[src/proximity_zone_and_direction_latch_defines.svh]
// Assertion macros shared by the proximity zone block.
`ifndef PROXIMITY_ZONE_AND_DIRECTION_LATCH_DEFINES_SVH
`define PROXIMITY_ZONE_AND_DIRECTION_LATCH_DEFINES_SVH

// Same-cycle implication, checked outside reset.
`define PZDL_ASSERT_IMP(label, clk, rst, ante, cons) \
   label: assert property (@(posedge clk) disable iff (rst) (ante) |-> (cons)) \
      else $error("pzdl: same-cycle check failed");

// Next-cycle implication, checked outside reset.
`define PZDL_ASSERT_NEXT(label, clk, rst, ante, cons) \
   label: assert property (@(posedge clk) disable iff (rst) (ante) |=> (cons)) \
      else $error("pzdl: next-cycle check failed");

`endif

[src/pzdl_pkg.sv]
`default_nettype none

package pzdl_pkg;

   localparam int DIRECTIONS    = 6;
   localparam int DIST_BITS     = 16;
   localparam int CNT_BITS      = 8;
   localparam int ZONE_BITS     = 2;
   localparam int CSR_ADDR_BITS = 3;
   localparam int CSR_DATA_BITS = 16;
   localparam int REQ_DATA_BITS = ((DIRECTIONS + 1) * DIST_BITS + 7) / 8 * 8;
   localparam int RSP_DATA_BITS = ((ZONE_BITS + DIRECTIONS) + 7) / 8 * 8;

   typedef logic [DIST_BITS-1:0]  dist_type;
   typedef logic [DIST_BITS:0]    sum_type;
   typedef logic [CNT_BITS-1:0]   count_type;
   typedef logic [DIRECTIONS-1:0] mask_type;

   typedef enum logic [ZONE_BITS-1:0] {
      ZONE_SAFE = 2'd0,
      ZONE_SLOW = 2'd1,
      ZONE_STOP = 2'd2
   } zone_type;

   typedef enum logic [CSR_ADDR_BITS-1:0] {
      CSR_STOP_CM       = 3'd0,
      CSR_SLOW_CM       = 3'd1,
      CSR_ZONE_HYST_CM  = 3'd2,
      CSR_LATCH_HYST_CM = 3'd3,
      CSR_CLEAR_FRAMES  = 3'd4,
      CSR_LATCH_ENABLE  = 3'd5
   } csr_index_type;

   localparam dist_type  RST_STOP_CM       = 16'd100;
   localparam dist_type  RST_SLOW_CM       = 16'd300;
   localparam dist_type  RST_ZONE_HYST_CM  = 16'd50;
   localparam dist_type  RST_LATCH_HYST_CM = 16'd50;
   localparam count_type RST_CLEAR_FRAMES  = 8'd3;
   localparam logic      RST_LATCH_ENABLE  = 1'b1;
   localparam count_type CNT_MAX           = {CNT_BITS{1'b1}};
   localparam mask_type  ALL_DIRS          = {DIRECTIONS{1'b1}};

   typedef struct packed {
      dist_type  stop;
      dist_type  slow;
      sum_type   stop_out;
      sum_type   slow_out;
      count_type needed;
   } zone_cfg_type;

   typedef struct packed {
      dist_type  stop;
      sum_type   release_cm;
      count_type needed;
      logic      enable;
   } lane_cfg_type;

   // Saturating increment of a clear counter.
   function automatic count_type sat_inc(input count_type c);
      count_type r;
      r = (c == CNT_MAX) ? CNT_MAX : c + count_type'(1);
      return r;
   endfunction

endpackage

`default_nettype wire

[src/proximity_zone_and_direction_latch.sv]
// Proximity zone machine with six per-direction stop-line latches.
// Input channel req_*: one range frame per item, nearest distance and six
// per-direction distances in tdata (0 means no obstacle), failsafe in tuser.
// Result channel rsp_*: one item per frame, zone code and latch mask.
// Configuration port csr_*: one register written per cycle at csr_wen;
// write only while no frame is in flight.
// Throughput: one frame per cycle while req_tready is high. Zone machine and six
// latch lanes all evaluate their compares and counter updates in the accept
// cycle, so the state feedback loop closes within the accept cycle.
// On accept the result goes into the output register, or into the skid stage if that register is full and not popped.
// Stall: while rsp_tready is low the output register holds its item and a
// skid stage takes one more; req_tready drops only when both are full.
// Reset: zone SAFE, all latches and clear counters zero, registers back
// to their defaults (stop 100, slow 300, hysteresis 50/50, 3 frames,
// latching on); output channel empty.
`default_nettype none

`include "proximity_zone_and_direction_latch_defines.svh"

module proximity_zone_and_direction_latch (
   input  wire                                     clock,
   input  wire                                     reset,
   // nearest_cm, fwd_cm, back_cm, right_cm, left_cm, down_cm, up_cm
   input  wire [pzdl_pkg::REQ_DATA_BITS-1:0]       req_tdata,
   // failsafe
   input  wire                                     req_tuser,
   input  wire                                     req_tvalid,
   output logic                                    req_tready,
   // zone[1:0], latch_mask[7:2]
   output logic [pzdl_pkg::RSP_DATA_BITS-1:0]      rsp_tdata,
   output logic                                    rsp_tvalid,
   input  wire                                     rsp_tready,
   input  wire                                     csr_wen,
   input  wire [pzdl_pkg::CSR_ADDR_BITS-1:0]       csr_addr,
   input  wire [pzdl_pkg::CSR_DATA_BITS-1:0]       csr_wdata
);

   localparam int DB = pzdl_pkg::DIST_BITS;

   pzdl_pkg::dist_type  stop_ff, slow_ff, zone_hyst_ff, latch_hyst_ff;
   pzdl_pkg::count_type clear_frames_ff;
   logic                latch_enable_ff;

   pzdl_pkg::zone_cfg_type zone_cfg;
   pzdl_pkg::lane_cfg_type lane_cfg;
   pzdl_pkg::count_type    needed;
   pzdl_pkg::zone_type     zone_state, next_zone;
   pzdl_pkg::mask_type     latched, next_latched;
   logic                   accept;

   // Configuration registers
   always_ff @(posedge clock) begin
      if (reset) begin
         stop_ff         <= pzdl_pkg::RST_STOP_CM;
         slow_ff         <= pzdl_pkg::RST_SLOW_CM;
         zone_hyst_ff    <= pzdl_pkg::RST_ZONE_HYST_CM;
         latch_hyst_ff   <= pzdl_pkg::RST_LATCH_HYST_CM;
         clear_frames_ff <= pzdl_pkg::RST_CLEAR_FRAMES;
         latch_enable_ff <= pzdl_pkg::RST_LATCH_ENABLE;
      end else if (csr_wen) begin
         unique case (csr_addr)
            pzdl_pkg::CSR_STOP_CM:       stop_ff         <= csr_wdata[DB-1:0];
            pzdl_pkg::CSR_SLOW_CM:       slow_ff         <= csr_wdata[DB-1:0];
            pzdl_pkg::CSR_ZONE_HYST_CM:  zone_hyst_ff    <= csr_wdata[DB-1:0];
            pzdl_pkg::CSR_LATCH_HYST_CM: latch_hyst_ff   <= csr_wdata[DB-1:0];
            pzdl_pkg::CSR_CLEAR_FRAMES:  clear_frames_ff <= csr_wdata[pzdl_pkg::CNT_BITS-1:0];
            pzdl_pkg::CSR_LATCH_ENABLE:  latch_enable_ff <= csr_wdata[0];
            default: ;
         endcase
      end
   end

   // Derived thresholds, summed one bit wider so they never wrap
   always_comb begin
      needed = (clear_frames_ff == '0) ? pzdl_pkg::count_type'(1) : clear_frames_ff;
      zone_cfg.stop       = stop_ff;
      zone_cfg.slow       = slow_ff;
      zone_cfg.stop_out   = {1'b0, stop_ff} + {1'b0, zone_hyst_ff};
      zone_cfg.slow_out   = {1'b0, slow_ff} + {1'b0, zone_hyst_ff};
      zone_cfg.needed     = needed;
      lane_cfg.stop       = stop_ff;
      lane_cfg.release_cm = {1'b0, stop_ff} + {1'b0, latch_hyst_ff};
      lane_cfg.needed     = needed;
      lane_cfg.enable     = latch_enable_ff;
   end

   assign accept = req_tvalid && req_tready;

   pzdl_zone u_zone (
      .clock      (clock),
      .reset      (reset),
      .accept     (accept),
      .failsafe   (req_tuser),
      .nearest    (req_tdata[DB-1:0]),
      .cfg        (zone_cfg),
      .zone_state (zone_state),
      .next_zone  (next_zone)
   );

   // One latch lane per direction
   for (genvar g = 0; g < pzdl_pkg::DIRECTIONS; g++) begin : g_lane
      pzdl_lane u_lane (
         .clock        (clock),
         .reset        (reset),
         .accept       (accept),
         .failsafe     (req_tuser),
         .dist_cm      (req_tdata[(g+2)*DB-1 -: DB]),
         .cfg          (lane_cfg),
         .latched      (latched[g]),
         .next_latched (next_latched[g])
      );
   end

   pzdl_merge u_merge (
      .clock      (clock),
      .reset      (reset),
      .load       (accept),
      .zone       (next_zone),
      .mask       (next_latched),
      .ready      (req_tready),
      .rsp_tvalid (rsp_tvalid),
      .rsp_tready (rsp_tready),
      .rsp_tdata  (rsp_tdata)
   );

   `PZDL_ASSERT_NEXT(a_failsafe_stop, clock, reset, accept && req_tuser, zone_state == pzdl_pkg::ZONE_STOP)
   `PZDL_ASSERT_NEXT(a_failsafe_latch, clock, reset, accept && req_tuser && latch_enable_ff, latched == pzdl_pkg::ALL_DIRS)
   `PZDL_ASSERT_NEXT(a_disabled_clear, clock, reset, accept && !req_tuser && !latch_enable_ff, latched == '0)
   `PZDL_ASSERT_IMP(a_empty_ready, clock, reset, !rsp_tvalid, req_tready)

endmodule

`default_nettype wire

[src/pzdl_zone.sv]
`default_nettype none

module pzdl_zone (
   input  wire                    clock,
   input  wire                    reset,
   input  wire                    accept,
   input  wire                    failsafe,
   input  wire pzdl_pkg::dist_type     nearest,
   input  wire pzdl_pkg::zone_cfg_type cfg,
   output pzdl_pkg::zone_type          zone_state,
   output pzdl_pkg::zone_type          next_zone
);

   pzdl_pkg::zone_type  zone_ff, zone_in;
   pzdl_pkg::count_type count_ff, count_in, count_inc;
   logic has, inside_stop, inside_slow, beyond_stop_out, beyond_slow_out;

   // Classify the nearest distance against the thresholds
   always_comb begin
      has             = (nearest != '0);
      inside_stop     = has && (nearest < cfg.stop);
      inside_slow     = has && (nearest < cfg.slow);
      beyond_stop_out = !has || ({1'b0, nearest} >= cfg.stop_out);
      beyond_slow_out = !has || ({1'b0, nearest} >= cfg.slow_out);
      count_inc       = pzdl_pkg::sat_inc(count_ff);
   end

   // Next zone and clear count
   always_comb begin
      zone_in  = zone_ff;
      count_in = count_ff;
      if (failsafe) begin
         zone_in = pzdl_pkg::ZONE_STOP;
      end else begin
         unique case (zone_ff)
            pzdl_pkg::ZONE_STOP: begin
               if (beyond_stop_out) begin
                  if (count_inc >= cfg.needed) begin
                     zone_in  = beyond_slow_out ? pzdl_pkg::ZONE_SAFE : pzdl_pkg::ZONE_SLOW;
                     count_in = '0;
                  end else begin
                     count_in = count_inc;
                  end
               end else begin
                  count_in = '0;
               end
            end
            pzdl_pkg::ZONE_SLOW: begin
               if (inside_stop) begin
                  zone_in = pzdl_pkg::ZONE_STOP;
               end else if (beyond_slow_out) begin
                  zone_in = pzdl_pkg::ZONE_SAFE;
               end
               count_in = '0;
            end
            default: begin
               if (inside_stop) begin
                  zone_in = pzdl_pkg::ZONE_STOP;
               end else if (inside_slow) begin
                  zone_in = pzdl_pkg::ZONE_SLOW;
               end else begin
                  zone_in = pzdl_pkg::ZONE_SAFE;
               end
               count_in = '0;
            end
         endcase
      end
   end

   // Advance state on each accepted item
   always_ff @(posedge clock) begin
      if (reset) begin
         zone_ff  <= pzdl_pkg::ZONE_SAFE;
         count_ff <= '0;
      end else if (accept) begin
         zone_ff  <= zone_in;
         count_ff <= count_in;
      end
   end

   assign zone_state = zone_ff;
   assign next_zone  = zone_in;

endmodule

`default_nettype wire

[src/pzdl_lane.sv]
`default_nettype none

module pzdl_lane (
   input  wire                    clock,
   input  wire                    reset,
   input  wire                    accept,
   input  wire                    failsafe,
   input  wire pzdl_pkg::dist_type     dist_cm,
   input  wire pzdl_pkg::lane_cfg_type cfg,
   output logic                        latched,
   output logic                        next_latched
);

   logic                latched_ff, latched_in;
   pzdl_pkg::count_type count_ff, count_in, count_inc;
   logic in_stop, clear;

   // Compare this direction against the stop line and release line
   always_comb begin
      in_stop   = (dist_cm != '0) && (dist_cm < cfg.stop);
      clear     = (dist_cm == '0) || ({1'b0, dist_cm} >= cfg.release_cm);
      count_inc = pzdl_pkg::sat_inc(count_ff);
   end

   // Next latch bit and clear count
   always_comb begin
      latched_in = latched_ff;
      count_in   = count_ff;
      if (failsafe) begin
         if (cfg.enable) begin
            latched_in = 1'b1;
         end
      end else if (!cfg.enable) begin
         latched_in = 1'b0;
         count_in   = '0;
      end else if (in_stop) begin
         latched_in = 1'b1;
         count_in   = '0;
      end else if (latched_ff) begin
         if (clear) begin
            if (count_inc >= cfg.needed) begin
               latched_in = 1'b0;
               count_in   = '0;
            end else begin
               count_in = count_inc;
            end
         end else begin
            count_in = '0;
         end
      end
   end

   // Advance on each accepted item
   always_ff @(posedge clock) begin
      if (reset) begin
         latched_ff <= 1'b0;
         count_ff   <= '0;
      end else if (accept) begin
         latched_ff <= latched_in;
         count_ff   <= count_in;
      end
   end

   assign latched      = latched_ff;
   assign next_latched = latched_in;

endmodule

`default_nettype wire

[src/pzdl_merge.sv]
`default_nettype none

module pzdl_merge (
   input  wire                                      clock,
   input  wire                                      reset,
   input  wire                                      load,
   input  wire pzdl_pkg::zone_type                  zone,
   input  wire pzdl_pkg::mask_type                  mask,
   output logic                                     ready,
   output logic                                     rsp_tvalid,
   input  wire                                      rsp_tready,
   output logic [pzdl_pkg::RSP_DATA_BITS-1:0]       rsp_tdata
);

   localparam int PACK_BITS = pzdl_pkg::ZONE_BITS + pzdl_pkg::DIRECTIONS;

   logic [pzdl_pkg::RSP_DATA_BITS-1:0] packed_item;
   logic [pzdl_pkg::RSP_DATA_BITS-1:0] main_data_ff, skid_data_ff;
   logic main_valid_ff, main_valid_in, skid_valid_ff, skid_valid_in;
   logic pop;

   // Pack zone in the low bits, then the lane mask
   always_comb begin
      packed_item                = '0;
      packed_item[PACK_BITS-1:0] = {mask, zone};
   end

   assign pop   = main_valid_ff && rsp_tready;
   assign ready = !skid_valid_ff;

   // Occupancy of the output register and skid stage
   always_comb begin
      main_valid_in = main_valid_ff;
      skid_valid_in = skid_valid_ff;
      if (load) begin
         if (!main_valid_ff || pop) begin
            main_valid_in = 1'b1;
         end else begin
            skid_valid_in = 1'b1;
         end
      end else if (pop) begin
         if (skid_valid_ff) begin
            skid_valid_in = 1'b0;
         end else begin
            main_valid_in = 1'b0;
         end
      end
   end

   always_ff @(posedge clock) begin
      if (reset) begin
         main_valid_ff <= 1'b0;
         skid_valid_ff <= 1'b0;
      end else begin
         main_valid_ff <= main_valid_in;
         skid_valid_ff <= skid_valid_in;
      end
   end

   // Hold payloads; refill the output register from the skid stage on a pop
   always_ff @(posedge clock) begin
      if (load) begin
         if (!main_valid_ff || pop) begin
            main_data_ff <= packed_item;
         end else begin
            skid_data_ff <= packed_item;
         end
      end else if (pop && skid_valid_ff) begin
         main_data_ff <= skid_data_ff;
      end
   end

   assign rsp_tvalid = main_valid_ff;
   assign rsp_tdata  = main_data_ff;

endmodule

`default_nettype wire

[config.mk]
export PLATFORM = sky130hd
export DESIGN_NAME = proximity_zone_and_direction_latch
export DESIGN_NICKNAME = d
export VERILOG_FILES = /design/src/pzdl_pkg.sv /design/src/proximity_zone_and_direction_latch.sv /design/src/pzdl_zone.sv /design/src/pzdl_lane.sv /design/src/pzdl_merge.sv
export VERILOG_INCLUDE_DIRS = /design/src /design/src/src
export SDC_FILE = /design/constraint.sdc
export NUM_CORES = 1
export LEC_CHECK = 0
export ABC_AREA = 0
export BUFFER_PORTS_ARGS = -buffer_cell sky130_fd_sc_hd__buf_2
export CAP_MARGIN = 40
export CELL_PAD_IN_SITES_DETAIL_PLACEMENT = 0
export CELL_PAD_IN_SITES_GLOBAL_PLACEMENT = 1
export CORE_UTILIZATION = 40
export CTS_BUF_LIST = sky130_fd_sc_hd__clkbuf_2 sky130_fd_sc_hd__clkbuf_4 sky130_fd_sc_hd__clkbuf_8
export CTS_CLUSTER_DIAMETER = 150
export DETAILED_ROUTE_END_ITERATION = 8
export GPL_TIMING_DRIVEN = 0
export PLACE_DENSITY_LB_ADDON = 0.1
export SLEW_MARGIN = 0
export SYNTH_ARGS = -nofsm -noshare
export SYNTH_HDL_FRONTEND = slang
export SYNTH_SLANG_ARGS = --single-unit
export TNS_END_PERCENT = 5
[constraint.sdc]
create_clock -name clock -period 4.75 [get_ports clock]
set_input_delay 0.475 -clock clock [delete_from_list [all_inputs] [get_ports clock]]
set_output_delay 0.475 -clock clock [all_outputs]
set_load 0.01 [all_outputs]
==> summary.txt, run 1 <==
Clock tree
  – Number of buffers added by the clock tree synthesis step: 17
  – TritonCTS clock tree: yes
  – CTS H-tree lvls: 4
  – Clock transition at the registers of the reported paths: 0.09 ns
  – Clock network latency to the later pin of the worst-skew pair: 0.48 ns
  – CTS Root Cell: clkbuf_8
  – # hold bufs at CTS: 0
  – Number of clock sinks: 155
  – Buffer depth of the longest clock path: 2

Drt
  – WL/cell: 19.9 µm
  – Number of remaining DRC errors: 2
  – Average via count per standard cell: 5.72
  – Wirelength, routed: 51.6 mm
  – Total number of vias: 14.9k
  – Drt first pass iters: 7
  – Count of nets left with antenna violations after detail routing: 0
  – Iteration-0 DRC count of the detailed router: 667

Worst setup path
  – Worst Path Arrival: 4.85 ns
  – WS Path Type: reg -> reg
  – Endpoint type of the worst setup path: flop
  – Reg2Reg Depth: 19
  – Critical-path maximum fanout: 4
  – Required @ worst endpoint: 4.96 ns
  – Startpoint kind of the worst setup timing path: flop

Power and ir drop
  – Clock network fraction of total power: 31.7%
  – Switching power: 1.16 mW
  – Internal Power: 2.28 mW
  – Share of power burned in combinational logic: 28.0%
  – Switching share of power: 33.7%
  – Power density over cell area: 193 nW/µm²
  – Standby leakage power: 8.07 nW
  – IR drop worst, VDD: 0.162 mV
  – Sequential power share: 40.3%

Synthesis
  – Top flip-flop cell by instance count after synthesis: dfxtp_1
  – Number of enable flip-flop cells after synthesis: 16
  – Synthesized instance count: 1,873
  – Flip-flop and latch count after synthesis: 155
  – Async set or reset register ratio after synthesis: 0%
  – Mapped Avg Cell Area: 8.37 µm²
  – Number of different library cells in the post-synthesis netlist: 81
  – Number of nets in the synthesized netlist: 2,374
  – Synth Cell Area: 15,700 µm²
  – Sequential fraction of the synthesis area: 20.8%
  – Synth Warn #: 0

STA
  – Total Neg Setup Slack: 0 ns
  – Share of the clock period used by the worst path after layout: 97.7%
  – Top achievable clock speed: 0.215 GHz
  – Endpoints failing hold: 0
  – Final count of negative-setup-slack endpoints: 0
  – Final number of max-transition violations: 0
  – Rel. slew slack: 42.7%
  – Tightest Pin Transition: 0.852 ns
  – RSZ-0062 raised after global routing: true
  – Post-layout worst setup margin: 0.107 ns
  – Final worst path period need: 4.64 ns
  – Setup Skew: 0.0166 ns

Place
  – DP HPWL: 42.3 mm
  – Placed Cells incl. Taps: 2,548
  – IO Port Bufs: 144
  – Place WS: -0.763 ns
  – Final Wtd Congestion: 0.926
  – Cell Area, Placed: 17,100 µm²

Finish
  – Number of cells in the finished layout apart from fillers: 2,597
  – Register Area: 3270 µm²
  – Fraction of layout cells with a size suffix above 1: 12.9%
  – Multi-input gate area: 12,100 µm²
  – Post-route standard cell area excluding fillers: 17,900 µm²
  – Number of nets in the final layout: 2,566
  – Area added between synthesis and finish: 13.9%
  – Fillers: 3,829

Floorplanning
  – IO Count: 147
  – Initial Util: 40.6%
  – Site Rows: 72
  – Die ar.: 40,000 µm²
  – Height of the chip: 200 µm
  – DIE WIDTH: 200 µm
  – Area of the core: 38,600 µm²

Global routing
  – Gr usage total: 25.9%
  – Leftover overflow at the end of global routing: 0
  – Initial antenna violation count: 1
  – Vias in the first global route: 14.3k
  – Largest net degree at the start of global routing: 17
  – Global-route wire length before repair: 77.9 mm

Run status
  – Result of the run: complete, but fails checks
  – Violations in the final reports: design-rule violations

Worst hold path
  – Cell depth of the worst hold path: 2
  – Kind of path behind the tightest hold check: in -> reg

Run
  – Maxcap violations: 0
placed cells by master (no fill, tap or decap), drive strengths merged, types with 33 or more instances in the layout:
cell / synthesis / routed
inv: 87 / 91
o21ai: 86 / 86
nand2b: 37 / 37
nor2: 79 / 79
nand3: 54 / 54
clkbuf: 29 / 48
buf: 3 / 176
a21o: 64 / 64
ha: 361 / 361
xor2: 33 / 33
a21oi: 195 / 195
nand2: 235 / 235
nor4: 39 / 39
a22o: 47 / 47
dfxtp: 139 / 139
worst max-delay path, cell delays in order, from the launching register on:
cell	delay, ns
dfxtp_4	0.37
ha_4	0.16
fa_2	0.34
a211o_1	0.32
a2111oi_4	0.36
o31ai_2	0.12
o21a_1	0.20
o21ai_2	0.13
nand2b_1	0.08
a21oi_2	0.14
xor2_1	0.17
ha_1	0.29
a2111oi_4	0.39
nand3_2	0.18
a2111oi_4	0.24
nand3_2	0.20
nand3_1	0.12
o22ai_1	0.10
a31oi_2	0.32
a31oi_2	0.15
power by group through the flow:
stage / clock network [mW] / registers, mW / logic [mW]
detailed placement: 0 / 1.41 / 0.934
global placement: 0 / 1.41 / 0.904
global route: 1.16 / 1.39 / 1.09
finish: 1.09 / 1.38 / 0.963
CTS: 1.11 / 1.38 / 0.953
floorplan: 0 / 1.41 / 0.571
cells by family after synthesis:
| logic type | synth area share [%] |
|---|---|
| AOI/OAI and AO/OA | 24.4 |
| xor gates and xnor gates | 3.41 |
| adders and majority gates | 29.2 |
| buffers and inverters | 2.87 |
| DFF | 20.8 |
| muxes | 0.136 |
| and+or+nand+nor | 19.1 |
synthesized netlist by cell type, drive strengths merged (23+ instances only):
| master | n | area share [%] |
|---|---|---|
| a211oi | 23 | 1.1 |
| nor4 | 39 | 1.6 |
| and3 | 27 | 1.1 |
| nand4 | 28 | 1.1 |
| dfxtp | 139 | 18 |
| a22o | 47 | 2.6 |
| inv | 87 | 2.1 |
| nor3 | 24 | 0.87 |
| nor2b | 24 | 0.96 |
| xnor2 | 28 | 1.6 |
| nor2 | 79 | 1.9 |
| a21oi | 195 | 6.3 |
| nand2 | 235 | 5.6 |
| clkbuf | 29 | 0.69 |
| o21ai | 86 | 2.8 |
| xor2 | 33 | 1.8 |
| nand2b | 37 | 1.5 |
| ha | 361 | 29 |
| nand3 | 54 | 1.7 |
| a21o | 64 | 3.1 |
timing repair:
action | CTS | global route
pin swaps | 14 | 12
resized for setup | 24 | 10
setup endpoints to repair | 69 | 67
setup buffers | 6 | 10
endpoints found under the hold margin | 0 | 0
area by class of cell:
type	count	share of cell area, %
Multi-Input combinational cell	1599	68.0
Sequential cell	155	18.3
Timing Repair Buffer	173	5.24
Tap cell	518	3.63
Inverter	87	1.83
Clock buffer	19	1.39
Clock inverter	13	0.925
Buffer	32	0.694
Antenna cell	1	0.0140
through the flow:
stage / power [mW] / hold slack (ns) / util, %
finish: 3.44 / 0.226 / 46.2
CTS: 3.45 / 0.199 / 45.9
global route: 3.64 / 0.203 / 46.2
floorplan: 1.98 / 0.436 / -
detailed placement: 2.35 / 0.450 / 44.4
global placement: 2.32 / 0.446 / 44.1
registers in the layout (all words and copies together) (netlist names):
signal,flops
g_lane.u_lane.count_ff,48
u_zone.count_ff,8
g_lane.u_lane.latched,6
slow_ff,16
zone_hyst_ff,16
stop_ff,16
clear_frames_ff,8
u_merge.skid_data_ff,8
u_merge.rsp_tvalid,1
latch_hyst_ff,16
u_merge.skid_valid_ff,1
latch_enable_ff,1
u_merge.rsp_tdata,8
u_zone.zone_state,2
routing by layer:
| metal | global-route usage (%) | share of wire, % | vias up | routed length [µm] |
|---|---|---|---|---|
| li1 | - | - | 7467 | - |
| met1 | 34.3 | 47 | 6955 | 24000 |
| met2 | 43.1 | 45 | 357 | 23300 |
| met3 | 2.91 | 4.8 | 71 | 2480 |
| met4 | 9.75 | 3.4 | 2 | 1760 |
| met5 | 0 | 0.025 | - | 13 |
final timing paths:
kind	startpoint	slack, ns	end
max	stop_ff[0]	0.11	u_merge.rsp_tdata[0]
max reg2reg	stop_ff[0]	0.11	u_merge.rsp_tdata[0]
min reg2reg	clear_frames_ff[7]	0.46	clear_frames_ff[7]
min	rsp_tready	0.23	u_merge.skid_valid_ff
Power figures use the tool's default switching activity.
==> run 2: changes to the inputs <==
--- a/config.mk
+++ b/config.mk
@@ -18,4 +18,5 @@
 export GPL_TIMING_DRIVEN = 0
 export PLACE_DENSITY_LB_ADDON = 0.1
+export SETUP_SLACK_MARGIN = 0.15
 export SLEW_MARGIN = 0
 export SYNTH_ARGS = -nofsm -noshare
==> constraint.sdc (replaced) <==
create_clock -name clock -period 4.45 [get_ports clock]
set_input_delay 0.445 -clock clock [delete_from_list [all_inputs] [get_ports clock]]
set_output_delay 0.445 -clock clock [all_outputs]
set_load 0.05 [all_outputs]
==> run 2 against run 1 <==
  * The run ends with negative setup slack left
  * Total power grew 9.1%
  * Non-clock buffer count down 5
  * First-iteration DRC count grew 10%
  * Sequential cell count stayed put
  * Routed wire length grew 1.4%
  * Combinational power up 13%
  * Core utilization grew 0.61 points
  * Critical path depth rose by 1
  * Worst hold slack worse by 0.037 ns
  * Sequential share of layout area fell by 0.22 points
  * Sequential power up 7%
  * Die area is the same
  * Critical path type unchanged
  * Largest power group unchanged
  * Highest routed layer unchanged
==> summary.txt, run 2 (same netlist as run 1, synthesis figures left out) <==
Run status
  – Result of the run: complete, but fails checks
  – Violations in the final reports: negative setup slack

Worst setup path
  – Master of the slowest instance on the critical path: a2111oi_4
  – Critical path's most frequent cell: a2111oi_4
  – Worst Path Arrival: 4.90 ns (+0.05 ns)
  – Startpoint kind of the worst setup timing path: flop
  – Register-to-Register Setup Slack: -0.23 ns (-0.34 ns)
  – Required @ worst endpoint: 4.66 ns (-0.30 ns)
  – Series of cell instances along the critical path: ha_4, fa_2, a211o_1, a2111oi_4, o31ai_4, o21a_1, o21ai_2, nand2b_1, a21oi_2, xor2_1, ha_1, a2111oi_4, nand3_2, a2111oi_4, nand3_2, buf_6, nand3_4, o22ai_4, a31oi_4, a31oi_2
  – Critical-path maximum fanout: 3 (-1)
  – CP max stage delay: 0.40 ns (about the same)
  – WS Path Type: reg -> reg
  – Endpoint type of the worst setup path: flop

Drt
  – Total number of vias: 14.8k (-0.44%)
  – Met3 layer wire length in the routed design: 2.12 mm (-15%)
  – Average via count per standard cell: 5.70 (-0.32%)
  – Wirelength, routed: 52.3 mm (+1.4%)
  – Iteration-0 DRC count of the detailed router: 734 (+10%)
  – Count of nets left with antenna violations after detail routing: 0 (unchanged)
  – Drt first pass iters: 5 (-2)
  – Routed length on met1: 24.7 mm (+2.7%)
  – Highest signal layer in the routed design: met5
  – WL/cell: 20.2 µm (+1.5%)
  – Routed wl met2: 23.8 mm (+2.2%)
  – Number of remaining DRC errors: 0 (-2)

Place
  – DP HPWL: 42.4 mm (+0.33%)
  – Cell Area, Placed: 17,200 µm² (+0.11%)
  – IO Port Bufs: 144 (unchanged)
  – Final Wtd Congestion: 0.921 (-0.46%)

Clock tree
  – CTS H-tree lvls: 4 (unchanged)
  – TritonCTS clock tree: yes
  – Number of clock sinks: 155 (unchanged)
  – Clock network latency to the later pin of the worst-skew pair: 0.49 ns (about the same)
  – Number of buffers added by the clock tree synthesis step: 17 (unchanged)
  – CTS Root Cell: clkbuf_8
  – Buffer depth of the longest clock path: 2 (unchanged)
  – Clock transition at the registers of the reported paths: 0.09 ns (about the same)
  – # hold bufs at CTS: 0 (unchanged)

Finish
  – Commonest non-fill, non-tap cells in the layout: ha_1, nand2_1, a21oi_1
  – Biggest register: g_lane.u_lane.count_ff
  – Post-route standard cell area excluding fillers: 18,100 µm² (+1.3%)
  – Fraction of layout cells with a size suffix above 1: 14.3% (+1.4 points)
  – Number of nets in the final layout: 2,561 (-0.19%)
  – Fillers: 3,833 (+0.10%)
  – Most frequent standard cell in the layout excluding fill and tap cells: ha_1
  – Number of flip-flops in the largest register: 48 (unchanged)
  – Area added between synthesis and finish: 15.4%

Global routing
  – Gr usage total: 26.5% (+0.64 points)
  – Initial antenna violation count: 3 (+2)
  – Vias in the first global route: 14.4k (+0.43%)
  – Largest net degree at the start of global routing: 17 (unchanged)
  – Leftover overflow at the end of global routing: 0 (unchanged)
  – Global-route wire length before repair: 80.2 mm (+2.9%)

STA
  – Final worst path period need: 4.68 ns (+0.0395 ns)
  – RSZ-0062 raised after global routing: true
  – Setup Skew: 0.0198 ns (+0.00322 ns)
  – Final count of negative-setup-slack endpoints: 6 (+6)
  – Endpoints failing hold: 0 (unchanged)
  – Tightest Pin Transition: 0.916 ns (+0.0648 ns)
  – Final number of max-transition violations: 0 (unchanged)
  – Top achievable clock speed: 0.214 GHz (-0.84%)
  – Rel. slew slack: 38.5% (-4.2 points)
  – Share of the clock period used by the worst path after layout: 105% (+7.5 points)
  – Post-layout worst setup margin: -0.233 ns (-0.340 ns)

Power and ir drop
  – Sequential power share: 39.3% (-1.0 points)
  – Switching share of power: 34.3% (+0.64 points)
  – Standby leakage power: 8.09 nW (+0.30%)
  – Clock network fraction of total power: 31.7% (about the same)
  – Power density over cell area: 207 nW/µm² (+7.7%)
  – Switching power: 1.29 mW (+11%)
  – IR drop worst, VDD: 0.181 mV (+12%)
  – Power after layout: 3.75 mW (+9.1%)
  – Share of power burned in combinational logic: 28.9% (+0.9 points)
  – Internal Power: 2.46 mW (+8.1%)

Floorplanning
  – Site Rows: 72 (unchanged)
  – Height of the chip: 200 µm (unchanged)
  – Die ar.: 40,000 µm² (unchanged)
  – Initial Util: 40.6% (unchanged)
  – DIE WIDTH: 200 µm (unchanged)
  – Area of the core: 38,600 µm² (unchanged)
  – IO Count: 147 (unchanged)

Worst hold path
  – Kind of path behind the tightest hold check: in -> reg

Run
  – Maxcap violations: 0 (unchanged)
[run 2: changes by cell type in the layout (fill, tap and decap cells not counted), sizes merged]
cell	delta
diode	+2
buf	-5
inv	-2
clkbuf	+2
[run 2: power by group through the flow]
stage | Sequential [mW] | Clock (mW) | Combinational [mW]
floorplan | 1.53 | 0 | 0.615
global placement | 1.51 | 0 | 0.989
detailed placement | 1.51 | 0 | 1.02
CTS | 1.48 | 1.21 | 1.05
global route | 1.48 | 1.27 | 1.21
finish | 1.48 | 1.19 | 1.09
[run 2: final timing paths]
check / start / end / depth (start not counted)
max reg2reg: zone_hyst_ff[0] / u_merge.rsp_tdata[0] / 20
max: zone_hyst_ff[0] / u_merge.rsp_tdata[0] / 20
min reg2reg: clear_frames_ff[7] / clear_frames_ff[7] / 2
min: rsp_tready / u_merge.skid_valid_ff / 2
[run 2: layout make-up]
type / count / area, µm² / area share (%)
timing repair buffer: 168 / 911 / 5.04
multi-input combinational: 1599 / 12400 / 68.5
clock inverter: 11 / 145 / 0.802
sequential: 155 / 3270 / 18.1
buffer: 32 / 124 / 0.685
inverter: 87 / 327 / 1.81
tap: 518 / 648 / 3.58
antenna: 3 / 7.51 / 0.0415
clock buffer: 21 / 270 / 1.49
[run 2: repair_timing]
item	CTS	global route
endpoints found under the setup margin	80	79
resized for setup	43	41
cloned	0	0
pin swaps	21	6
buffers inserted	7	6
[run 2: metrics by stage]
step	hold slack (ns)	setup slack [ns]	TNS, ns	instances	utilization (%)
after floorplan	0.436	0.140	0	1873	-
after global placement	0.446	-0.809	-38.82	2535	44.2
after detailed placement	0.452	-0.808	-38.11	2546	44.4
after CTS	0.172	-0.319	-1.74	2585	46.2
after global routing	0.168	-0.464	-3.92	2592	46.8
final	0.189	-0.233	-1.18	2594	46.8
[run 2: layer usage]
metal	vias up	GRT usage (%)
li1	7431	-
met2	352	44.1
met5	-	0
met4	4	9.95
met1	6926	35.3
met3	74	2.82
[run 2: critical path, delay by kind of cell (launching register included)]
| family | cells | cell delay (ns) |
|---|---|---|
| XOR/XNOR | 1 | 0.18 |
| AO/OA/AOI/OAI | 11 | 2.40 |
| buffers and inverters | 1 | 0.17 |
| adder cells (fa/ha/maj) | 3 | 0.78 |
| AND/OR/NAND/NOR | 4 | 0.51 |
| flip-flops | 1 | 0.36 |
